===== src/rtl/core/utrb_pkg.sv =====
package utrb_pkg;

  // Field widths
  localparam int unsigned BYTE_W  = 8;
  localparam int unsigned LEVEL_W = 5;

  // Input item, last field in the lowest bits (24-bit tdata)
  typedef struct packed {
    logic [3:0]        pad;
    logic [BYTE_W-1:0] line_rx_byte;
    logic              line_rx_valid;
    logic              line_tx_idle;
    logic              host_read;
    logic [BYTE_W-1:0] host_write_byte;
    logic              host_write;
  } in_item_t;

  // Result item, last field in the lowest bits (32-bit tdata)
  typedef struct packed {
    logic [1:0]         pad;
    logic [LEVEL_W-1:0] rx_level;
    logic [LEVEL_W-1:0] tx_level;
    logic               rx_dropped;
    logic [BYTE_W-1:0]  line_tx_byte;
    logic               line_tx_start;
    logic [BYTE_W-1:0]  host_read_byte;
    logic               host_read_valid;
    logic               host_write_taken;
  } out_item_t;

  localparam int unsigned IN_W  = $bits(in_item_t);
  localparam int unsigned OUT_W = $bits(out_item_t);

endpackage


===== src/rtl/core/uart_tx_rx_ring_buffer.sv =====
// UART transmit/receive ring buffer. Each transfer on the input stream is one
// clock step of the host/line interface: the line side (transmit pop, receive
// push) is handled first, then the host write (direct bypass to the line when
// the transmit queue is empty and the line is free, queued otherwise, refused
// when full) and the host read. One item is taken per clock unless the output
// stalls; its result is registered, and a new item is taken while that result
// waits as long as the output side takes it in the same cycle. Each queue is
// a QUEUE_DEPTH x 8 memory with one write and one registered read port, which
// keeps the queue head prefetched. Queue memories need no clearing after
// reset. The user must write block_enable (reset 1) through
// cfg_wr_en/cfg_wr_data only while the block is idle; it is not enforced.
module uart_tx_rx_ring_buffer #(
  parameter int unsigned QUEUE_DEPTH = 16
) (
  input  logic                       clk,
  input  logic                       rst,
  // configuration: block_enable
  input  logic                       cfg_wr_en,
  input  logic                       cfg_wr_data,
  // input items
  input  logic                       s_axis_tvalid,
  output logic                       s_axis_tready,
  // [0] host_write, [8:1] host_write_byte, [9] host_read, [10] line_tx_idle,
  // [11] line_rx_valid, [19:12] line_rx_byte, [23:20] zero
  input  logic [utrb_pkg::IN_W-1:0]  s_axis_tdata,
  // result items
  output logic                       m_axis_tvalid,
  input  logic                       m_axis_tready,
  // [0] host_write_taken, [1] host_read_valid, [9:2] host_read_byte,
  // [10] line_tx_start, [18:11] line_tx_byte, [19] rx_dropped,
  // [24:20] tx_level, [29:25] rx_level, [31:30] zero
  output logic [utrb_pkg::OUT_W-1:0] m_axis_tdata
);

  localparam int unsigned PTR_W = (QUEUE_DEPTH > 1) ? $clog2(QUEUE_DEPTH) : 1;
  localparam int unsigned CNT_W = $clog2(QUEUE_DEPTH + 1);
  localparam logic [CNT_W-1:0] DEPTH_CNT = CNT_W'(QUEUE_DEPTH);
  localparam logic [PTR_W-1:0] PTR_LAST  = PTR_W'(QUEUE_DEPTH - 1);

  // Control state
  logic             block_enable;
  logic             tx_service_on, rx_service_on;
  logic [PTR_W-1:0] tx_read_ptr, tx_write_ptr, rx_read_ptr, rx_write_ptr;
  logic [CNT_W-1:0] tx_count, rx_count;
  logic             out_valid;

  // Queue storage and prefetched heads
  logic [utrb_pkg::BYTE_W-1:0] tx_store [QUEUE_DEPTH];
  logic [utrb_pkg::BYTE_W-1:0] rx_store [QUEUE_DEPTH];
  logic [utrb_pkg::BYTE_W-1:0] tx_head, rx_head;

  utrb_pkg::in_item_t  item;
  utrb_pkg::out_item_t res, res_q;

  logic             step;
  logic             tx_pop, bypass, tx_push, rx_push, rx_pop;
  logic [CNT_W-1:0] tx_count_a, rx_count_a;
  logic             tx_svc_a, rx_svc_a;
  logic             tx_service_on_next, rx_service_on_next;
  logic [CNT_W-1:0] tx_count_next, rx_count_next;
  logic [PTR_W-1:0] tx_read_ptr_next, tx_write_ptr_next;
  logic [PTR_W-1:0] rx_read_ptr_next, rx_write_ptr_next;
  logic [PTR_W-1:0] tx_rd_addr, rx_rd_addr;

  assign item          = utrb_pkg::in_item_t'(s_axis_tdata);
  assign s_axis_tready = !out_valid || m_axis_tready;
  assign step          = s_axis_tvalid && s_axis_tready;
  assign m_axis_tvalid = out_valid;
  assign m_axis_tdata  = res_q;

  // One step of the ring buffer
  always_comb begin
    // transmit service
    tx_pop     = tx_service_on && item.line_tx_idle && (tx_count != '0);
    tx_count_a = tx_count - CNT_W'(tx_pop);
    tx_svc_a   = tx_service_on;
    if (tx_service_on && item.line_tx_idle && (tx_count_a == '0)) begin
      tx_svc_a = 1'b0;
    end

    // receive service
    rx_push    = item.line_rx_valid && rx_service_on && (rx_count < DEPTH_CNT);
    rx_count_a = rx_count + CNT_W'(rx_push);
    rx_svc_a   = rx_service_on;
    if (rx_push && (rx_count_a >= DEPTH_CNT)) begin
      rx_svc_a = 1'b0;
    end

    // host write: bypass or queue
    bypass  = item.host_write && (tx_count_a == '0) && item.line_tx_idle && !tx_pop;
    tx_push = item.host_write && !bypass && (tx_count_a < DEPTH_CNT);
    tx_count_next      = tx_count_a + CNT_W'(tx_push);
    tx_service_on_next = (tx_push && block_enable) ? 1'b1 : tx_svc_a;

    // host read
    rx_pop             = item.host_read && (rx_count_a != '0);
    rx_count_next      = rx_count_a - CNT_W'(rx_pop);
    rx_service_on_next = (rx_pop && block_enable) ? 1'b1 : rx_svc_a;

    // pointers
    tx_read_ptr_next  = tx_read_ptr;
    tx_write_ptr_next = tx_write_ptr;
    rx_read_ptr_next  = rx_read_ptr;
    rx_write_ptr_next = rx_write_ptr;
    if (tx_pop) begin
      tx_read_ptr_next = (tx_read_ptr == PTR_LAST) ? '0 : tx_read_ptr + PTR_W'(1);
    end
    if (tx_push) begin
      tx_write_ptr_next = (tx_write_ptr == PTR_LAST) ? '0 : tx_write_ptr + PTR_W'(1);
    end
    if (rx_pop) begin
      rx_read_ptr_next = (rx_read_ptr == PTR_LAST) ? '0 : rx_read_ptr + PTR_W'(1);
    end
    if (rx_push) begin
      rx_write_ptr_next = (rx_write_ptr == PTR_LAST) ? '0 : rx_write_ptr + PTR_W'(1);
    end

    // result item
    res                  = '0;
    res.host_write_taken = bypass || tx_push;
    res.host_read_valid  = rx_pop;
    // an empty receive queue can only be read through this step's push
    if (rx_pop) begin
      res.host_read_byte = (rx_count == '0) ? item.line_rx_byte : rx_head;
    end
    res.line_tx_start = tx_pop || bypass;
    if (tx_pop) begin
      res.line_tx_byte = tx_head;
    end else if (bypass) begin
      res.line_tx_byte = item.host_write_byte;
    end
    res.rx_dropped = item.line_rx_valid && !rx_push;
    res.tx_level   = utrb_pkg::LEVEL_W'(tx_count_next);
    res.rx_level   = utrb_pkg::LEVEL_W'(rx_count_next);
  end

  // Read addresses of the head prefetch
  assign tx_rd_addr = step ? tx_read_ptr_next : tx_read_ptr;
  assign rx_rd_addr = step ? rx_read_ptr_next : rx_read_ptr;

  // Transmit queue memory with write-through on the head
  always_ff @(posedge clk) begin
    if (step && tx_push) begin
      tx_store[tx_write_ptr] <= item.host_write_byte;
    end
    if (step && tx_push && (tx_write_ptr == tx_rd_addr)) begin
      tx_head <= item.host_write_byte;
    end else begin
      tx_head <= tx_store[tx_rd_addr];
    end
  end

  // Receive queue memory with write-through on the head
  always_ff @(posedge clk) begin
    if (step && rx_push) begin
      rx_store[rx_write_ptr] <= item.line_rx_byte;
    end
    if (step && rx_push && (rx_write_ptr == rx_rd_addr)) begin
      rx_head <= item.line_rx_byte;
    end else begin
      rx_head <= rx_store[rx_rd_addr];
    end
  end

  // Control registers
  always_ff @(posedge clk) begin
    if (rst) begin
      block_enable  <= 1'b1;
      tx_service_on <= 1'b0;
      rx_service_on <= 1'b1;
      tx_read_ptr   <= '0;
      tx_write_ptr  <= '0;
      tx_count      <= '0;
      rx_read_ptr   <= '0;
      rx_write_ptr  <= '0;
      rx_count      <= '0;
      out_valid     <= 1'b0;
    end else begin
      if (cfg_wr_en) begin
        block_enable  <= cfg_wr_data;
        rx_service_on <= cfg_wr_data && (rx_count < DEPTH_CNT);
        tx_service_on <= cfg_wr_data && (tx_count != '0);
      end else if (step) begin
        tx_service_on <= tx_service_on_next;
        rx_service_on <= rx_service_on_next;
      end
      if (step) begin
        tx_read_ptr  <= tx_read_ptr_next;
        tx_write_ptr <= tx_write_ptr_next;
        tx_count     <= tx_count_next;
        rx_read_ptr  <= rx_read_ptr_next;
        rx_write_ptr <= rx_write_ptr_next;
        rx_count     <= rx_count_next;
        out_valid    <= 1'b1;
      end else if (m_axis_tready) begin
        out_valid <= 1'b0;
      end
    end
  end

  // Result register
  always_ff @(posedge clk) begin
    if (step) begin
      res_q <= res;
    end
  end

  // Checks
  a_tx_count_range: assert property (@(posedge clk) disable iff (rst)
    tx_count <= DEPTH_CNT && rx_count <= DEPTH_CNT)
    else $error("queue count beyond depth");

  a_disabled_services_off: assert property (@(posedge clk) disable iff (rst)
    !block_enable |-> (!tx_service_on && !rx_service_on))
    else $error("service on while block disabled");

  a_rx_service_room: assert property (@(posedge clk) disable iff (rst)
    rx_service_on |-> (rx_count < DEPTH_CNT))
    else $error("receive service on with full queue");

  a_tx_service_pending: assert property (@(posedge clk) disable iff (rst)
    tx_service_on |-> (tx_count != '0))
    else $error("transmit service on with empty queue");

endmodule


===== config.mk =====
export PLATFORM = sky130hd
export DESIGN_NAME = uart_tx_rx_ring_buffer
export DESIGN_NICKNAME = d
export VERILOG_FILES = /design/src/rtl/core/utrb_pkg.sv /design/src/rtl/core/uart_tx_rx_ring_buffer.sv
export SDC_FILE = /design/constraint.sdc
export NUM_CORES = 1
export LEC_CHECK = 0
export ABC_AREA = 1
export BUFFER_PORTS_ARGS = -buffer_cell sky130_fd_sc_hd__buf_4
export CAP_MARGIN = 20
export CORE_MARGIN = 4
export CORE_UTILIZATION = 25
export DETAILED_ROUTE_END_ITERATION = 6
export PLACE_DENSITY_LB_ADDON = 0.1
export SLEW_MARGIN = 0
export SYNTH_ARGS = -nofsm -noshare
export SYNTH_HDL_FRONTEND = slang
export SYNTH_SLANG_ARGS = --single-unit
export TNS_END_PERCENT = 1

===== constraint.sdc =====
create_clock -name clk -period 5.5 [get_ports clk]
set_input_delay 0 -clock clk [delete_from_list [all_inputs] [get_ports clk]]
set_output_delay 0 -clock clk [all_outputs]
set_load 0.01 [all_outputs]

==> impl_metrics.toml, run 1 <==
[routing]
post_drt_via_cell_ratio = 4.31
top_layer_used = "met4"
drc = 0
wl_per_cell_um = 18.1
met3WireLength_mm = 1.08
wl_met1_mm = 16.9
drt_wl_total_mm = 35.3
wl_met2_mm = 16.5
ant_nets = 0
first_pass_iters = 5
vias = 8381
drt_iter0_drc = 482

[min_path]
min_path_cells = 3
holdCritPathClass = "input port to register"
worstHoldStart = "s_axis_tvalid"
holdPathEnd = "rx_count[0]"

[grt]
grt_remaining_overflow = 0
grt_pass1_wl_mm = 53.8
grt_pass1_vias = 8508
antenna_found_initial = 0
grt_max_degree = 47
track_usage_pct = 12.2

[sta]
finalSetupTns_ps = 0
clock_skew_ps = 21.1
drv_slew = 0
clock.fmax_mhz = 278
final-setup-viol-count = 0
relSlewSlack_pct = 31.9
final_hold_viol_count = 0
period_minus_slack_ps = 3590
tightest_slew_ps = 1020
grt_setup_unrepaired = "no"
timing.final.crit_share_pct = 65.3

[power_and_ir_drop]
irDropWorstVdd_v = 0.000209
p_total_w = 0.00592
p_per_area_mw_per_mm2 = 366
p_leak_nw = 5.75

[worst_setup_path]
r2r-start = "tx_count[2]"
critPathTopFamily = "simple AND/OR/NAND/NOR gates"
crit_path_max_fanout = 11
cp-end-kind = "register"
cp_common_cell = "nand2_1"
path_buf_inv = 1
cp_slowest_cell = "nor2_1"
reg2reg_depth = 14
path_class = "register to register"
crit_arrival_ps = 3760
slowest_delay_ps = 730
path_cells = "nor2_2, nand4_1, nand2_1, inv_1, ha_1, ha_1, xnor2_2, nand2_1, nor2_2, nand3_2, nand2_2, nor2_4, nand2_1, nor2_1"
ff2ff_setup_slack_ps = 1910
start_kind = "register"
r2r-end = "tx_store[1][2]"
crit_required_ps = 5670

[synth]
synth_cell_type_count = 41
yosys.area_share.adder_pct = 1.66
synth_top_family_by_area = "compound AO/OA/AOI/OAI gates"
syn_area_mm2 = 0.0135
avgSynthCellArea_um2 = 11.8
yosys_register_bits = 324
ys_warn_count = 0
syn_inst = 1143
synthMuxAreaShare_pct = 2.74
synth-simple-area-share_pct = 9.79
synth-xor-area-share_pct = 1.02
synth_compound_area_share_pct = 10.7
ys_seq_area_share_pct = 69.0

[die]
core_area_mm2 = 0.0537
io-pin-count = 64
dieArea_mm2 = 0.0579
die_h_um = 241
row_count = 85
die_w_um = 241
start_util_pct = 25.2

[layout]
drive_above_1_share_pct = 11.4
insertedDiodeCount = 0
nets = 1271
area_growth_pct = 19.5

[cts]
htreeDepth = 2
clock-sinks = 324
clk_path_buf_depth = 3
cts_made_buffers = 39
cts-root-buf = "clkbuf_16"
path_clk_slew_ps = 60
postCtsSetupBuffers = 0
clock_latency_ps = 540
cts_tree = "done"

[placement]
dp_hpwl_mm = 22.1
io_buffers = 57
gp_congestion = 0.765

[run_status]
status = "finished clean"

[run]
cap_violations = 0
==> where the power goes <==
group          switching (W)  total (W)  internal [W]
clock network       0.000984    0.00250       0.00151
logic               0.000401   0.000617      0.000216
registers          0.0000608    0.00281       0.00275
total                0.00145    0.00592       0.00448
==> cell usage in the layout, fill, tap and decap left out, types with 2 or more instances in the layout <==
cell type / synthesis / final
nand3b_1: 3 / 3
a21oi_1: 57 / 57
conb_1: 1 / 2
clkbuf_1: 31 / 9
nand2_2: 3 / 3
xor2_1: 10 / 10
clkbuf_16: 0 / 41
mux2i_1: 37 / 37
o21ai_1: 6 / 6
a211oi_1: 3 / 3
buf_4: 7 / 66
dfxtp_1: 38 / 35
clkbuf_8: 0 / 5
ha_1: 18 / 18
nand3_1: 42 / 42
nand4_1: 4 / 4
edfxtp_1: 286 / 286
o211ai_1: 35 / 35
dlygate4sd3_1: 0 / 28
inv_2: 4 / 4
bufinv_16: 0 / 2
clkinv_2: 0 / 3
xnor2_1: 2 / 2
nor2_4: 2 / 2
nor2_2: 4 / 4
o21ai_0: 156 / 156
o22ai_1: 6 / 6
nor2_1: 147 / 147
nand2_1: 101 / 101
inv_1: 108 / 107
clkinv_1: 0 / 9
dfxtp_2: 0 / 2
==> worst max path at each step <==
stage                            from  cells past startpoint  slack (ps)        endpoint
after global placement    tx_count[2]                     14        1840  tx_store[1][2]
after CTS                 tx_count[2]                     14        1790  tx_store[1][2]
after detailed placement  tx_count[2]                     14        1760  tx_store[1][1]
final                     tx_count[2]                     14        1910  tx_store[1][2]
after global routing      tx_count[2]                     14        1420  tx_store[1][1]
after floorplan           tx_count[2]                     19        2680     tx_count[4]
==> layer usage <==
layer | vias up | GRT usage, %
met5 | - | 0
met1 | 4057 | 16.6
met4 | 0 | 3.74
li1 | 4171 | -
met3 | 53 | 2.13
met2 | 100 | 20.2
==> worst reg2reg max path, stage by stage (launching register included) <==
cell     delay, ps
dfxtp_1        360
nor2_2         170
nand4_1        140
nand2_1        150
inv_1          200
ha_1           280
ha_1           240
xnor2_2        170
nand2_1         90
nor2_2          60
nand3_2         90
nand2_2         80
nor2_4         220
nand2_1        240
nor2_1         730
==> synth_stat cells, drive strengths merged <==
cell | number | share of area, %
a211oi | 3 | 0.17
a21oi | 58 | 2.2
a31oi | 1 | 0.046
and2 | 1 | 0.046
buf | 26 | 1.1
clkbuf | 31 | 0.86
conb | 1 | 0.028
dfxtp | 38 | 5.6
edfxtp | 286 | 63
ha | 18 | 1.7
inv | 112 | 3.1
mux2i | 37 | 2.7
nand2 | 105 | 3.0
nand3 | 43 | 1.6
nand3b | 3 | 0.17
nand4 | 5 | 0.28
nor2 | 153 | 4.4
nor3 | 1 | 0.037
nor4 | 1 | 0.092
o211ai | 35 | 1.9
o21ai | 163 | 6.1
o22ai | 6 | 0.28
or2 | 2 | 0.092
xnor2 | 3 | 0.25
xor2 | 11 | 0.77
==> per-stage QoR <==
step / std cells / utilization, % / setup WS (ps) / hold slack (ps) / cell area, um^2
after detailed placement: 1850 / 27.3 / 1760 / 277 / 14700
after CTS: 1946 / 30.1 / 1790 / 66.1 / 16200
final: 1946 / 30.1 / 1910 / 91.3 / 16200
after global placement: 1849 / 27.3 / 1840 / 269 / 14700
after floorplan: 1144 / - / 2680 / 98.9 / 13500
after global routing: 1946 / 30.1 / 1420 / 162 / 16200
==> sequential cells by signal, summed over array words and instances, names as in the netlist, named ones only <==
name,cells
rx_store,128
m_axis_tvalid,1
tx_count,5
tx_service_on,1
rx_write_ptr,4
tx_write_ptr,4
block_enable,1
rx_count,5
tx_read_ptr,4
tx_store,128
rx_service_on,1
rx_read_ptr,4
m_axis_tdata,30
==> timing repair <==
| action | CTS | global route |
|---|---|---|
| hold buffers | 28 | 0 |
| hold endpoints to repair | 290 | 0 |
| endpoints found under the setup margin | 0 | 0 |
| gates resized for setup | 0 | 0 |
==> cells by family after synthesis <==
family | after synthesis
xor+xnor | 14
other cells | 1
mux | 37
compound gates | 266
fa+ha+maj | 18
flops | 324
buf+inv | 169
simple gates | 314
==> layout make-up <==
type,instances,area [um^2]
clock inverter,13,105
multi-input combinational,651,3510
clock buffer,55,1130
sequential,324,9360
inverter,112,420
timing repair buffer,95,796
fill,5441,37500
tap,696,871
(Power assumes the default switching activity.)
==> inputs of run 2 (changes only) <==
clock period = 2.94 ns   (was 5.5 ns; I/O delays follow)
==> impl_metrics.toml, run 2 (synthesized netlist as in run 1, its figures left out) <==
[sta]
tightest_slew_ps = 885
period_minus_slack_ps = 2740
final_hold_viol_count = 0
clock_skew_ps = 20.8
final-setup-viol-count = 0
holdWs_ps = 347
drv_slew = 0
grt_setup_unrepaired = "yes"
timing.final.crit_share_pct = 93.1
clock.fmax_mhz = 365
relSlewSlack_pct = 41.0

[layout]
drive_above_1_share_pct = 15.3
area_growth_pct = 23.1
fillers = 5511
final_common_cell = "edfxtp_1"
final_cells = 2007
nets = 1327
insertedDiodeCount = 0
layout_common_cells = "edfxtp_1, o21ai_0, nor2_1, buf_4, inv_1"

[worst_setup_path]
crit_arrival_ps = 3230
start_kind = "register"
crit_required_ps = 3430
crit_path_max_fanout = 11
cp-end-kind = "register"
path_class = "register to register"

[routing]
vias = 8608
wl_per_cell_um = 17.9
post_drt_via_cell_ratio = 4.29
ant_nets = 0
drt_iter0_drc = 448
drc = 0
first_pass_iters = 4
drt_wl_total_mm = 35.9

[power_and_ir_drop]
p_per_area_mw_per_mm2 = 669
intPower_w = 0.00837
p_leak_nw = 6.04
p_switching_w = 0.00278
pwr-share-seq_pct = 46.7
swShare_pct = 24.9
p_clk_share_pct = 41.9
irDropWorstVdd_v = 0.000434
p_comb_share_pct = 11.3

[placement]
dp_hpwl_mm = 23.0
placed_cells = 1901
gp_congestion = 0.736
io_buffers = 57

[grt]
grt_pass1_wl_mm = 54.3
grt_max_degree = 65
grt_pass1_vias = 8761
grt_remaining_overflow = 0
track_usage_pct = 12.4
antenna_found_initial = 0

[die]
row_count = 85
io-pin-count = 64
core_area_mm2 = 0.0537
start_util_pct = 25.2
die_w_um = 241
die_h_um = 241
dieArea_mm2 = 0.0579

[run_status]
status = "finished clean"

[min_path]
holdCritPathClass = "input port to register"

[cts]
clock-sinks = 324
clk_path_buf_depth = 3
cts_made_buffers = 40
path_clk_slew_ps = 60
htreeDepth = 2
cts_tree = "done"
clock_latency_ps = 550
cts-root-buf = "clkbuf_16"

[run]
cap_violations = 0
[run 2: worst paths after layout]
check        cells after the start       startpoint  slack (ps)               to
max                             15      rx_count[4]         200   rx_read_ptr[3]
min                              4  s_axis_tdata[9]         350  m_axis_tdata[1]
max reg2reg                     15      rx_count[4]         200   rx_read_ptr[3]
min reg2reg                      2      tx_count[0]         490      tx_count[0]
[run 2: layout make-up]
type / count / area (um^2) / share of cell area [%]
Tap cell: 696 / 871 / 5.22
Timing Repair Buffer: 150 / 1240 / 7.44
Multi-Input combinational cell: 651 / 3540 / 21.2
Inverter: 112 / 420 / 2.52
Clock inverter: 15 / 101 / 0.608
Clock buffer: 59 / 1140 / 6.87
Sequential cell: 324 / 9360 / 56.1
[run 2: power by group through the flow]
| stage | Sequential, W | Combinational [W] | Clock [W] |
|---|---|---|---|
| floorplan | 0.00530 | 0.000704 | 0 |
| global placement | 0.00531 | 0.00126 | 0 |
| detailed placement | 0.00531 | 0.00126 | 0 |
| finish | 0.00521 | 0.00126 | 0.00468 |
| CTS | 0.00522 | 0.00129 | 0.00485 |
| global route | 0.00523 | 0.00143 | 0.00503 |
[run 2: routing by layer]
layer / GRT usage [%] / wire, um
met1: 16.4 / 16700
met2: 21.1 / 17500
met3: 2.07 / 1060
met4: 3.34 / 698
met5: 0 / 0
[run 2: critical path: stages (launching register included)]
cell	delay, ps
dfxtp_1	380
inv_1	110
nand3_2	100
inv_1	60
ha_1	190
ha_1	220
nand3_1	130
xor2_2	180
nand4_2	150
nand2_4	100
buf_6	160
nand2_1	80
o21ai_2	60
nand2_2	70
a21oi_2	110
dlygate4sd3_1	550
[run 2: timing repair]
action / in CTS / in global routing
endpoints found under the hold margin: 290 / 0
endpoints found under the setup margin: 0 / 119
buffers inserted: 0 / 3
gates resized for setup: 0 / 10
hold buffers: 29 / 0
[run 2: per-stage QoR]
stage | setup WS (ps) | TNS, ps | total power [W] | cell area (um^2) | util [%]
6_report | 204 | 0 | 0.0112 | 16700 | 31.0
5_1_grt | -12.7 | -12.7 | 0.0117 | 16700 | 31.0
4_1_cts | 87.3 | 0 | 0.0114 | 16600 | 30.9
3_5_place_dp | 119 | 0 | 0.00657 | 15100 | 28.1
3_3_place_gp | 156 | 0 | 0.00657 | 15100 | 28.1
2_1_floorplan | 116 | 0 | 0.00601 | 13500 | -
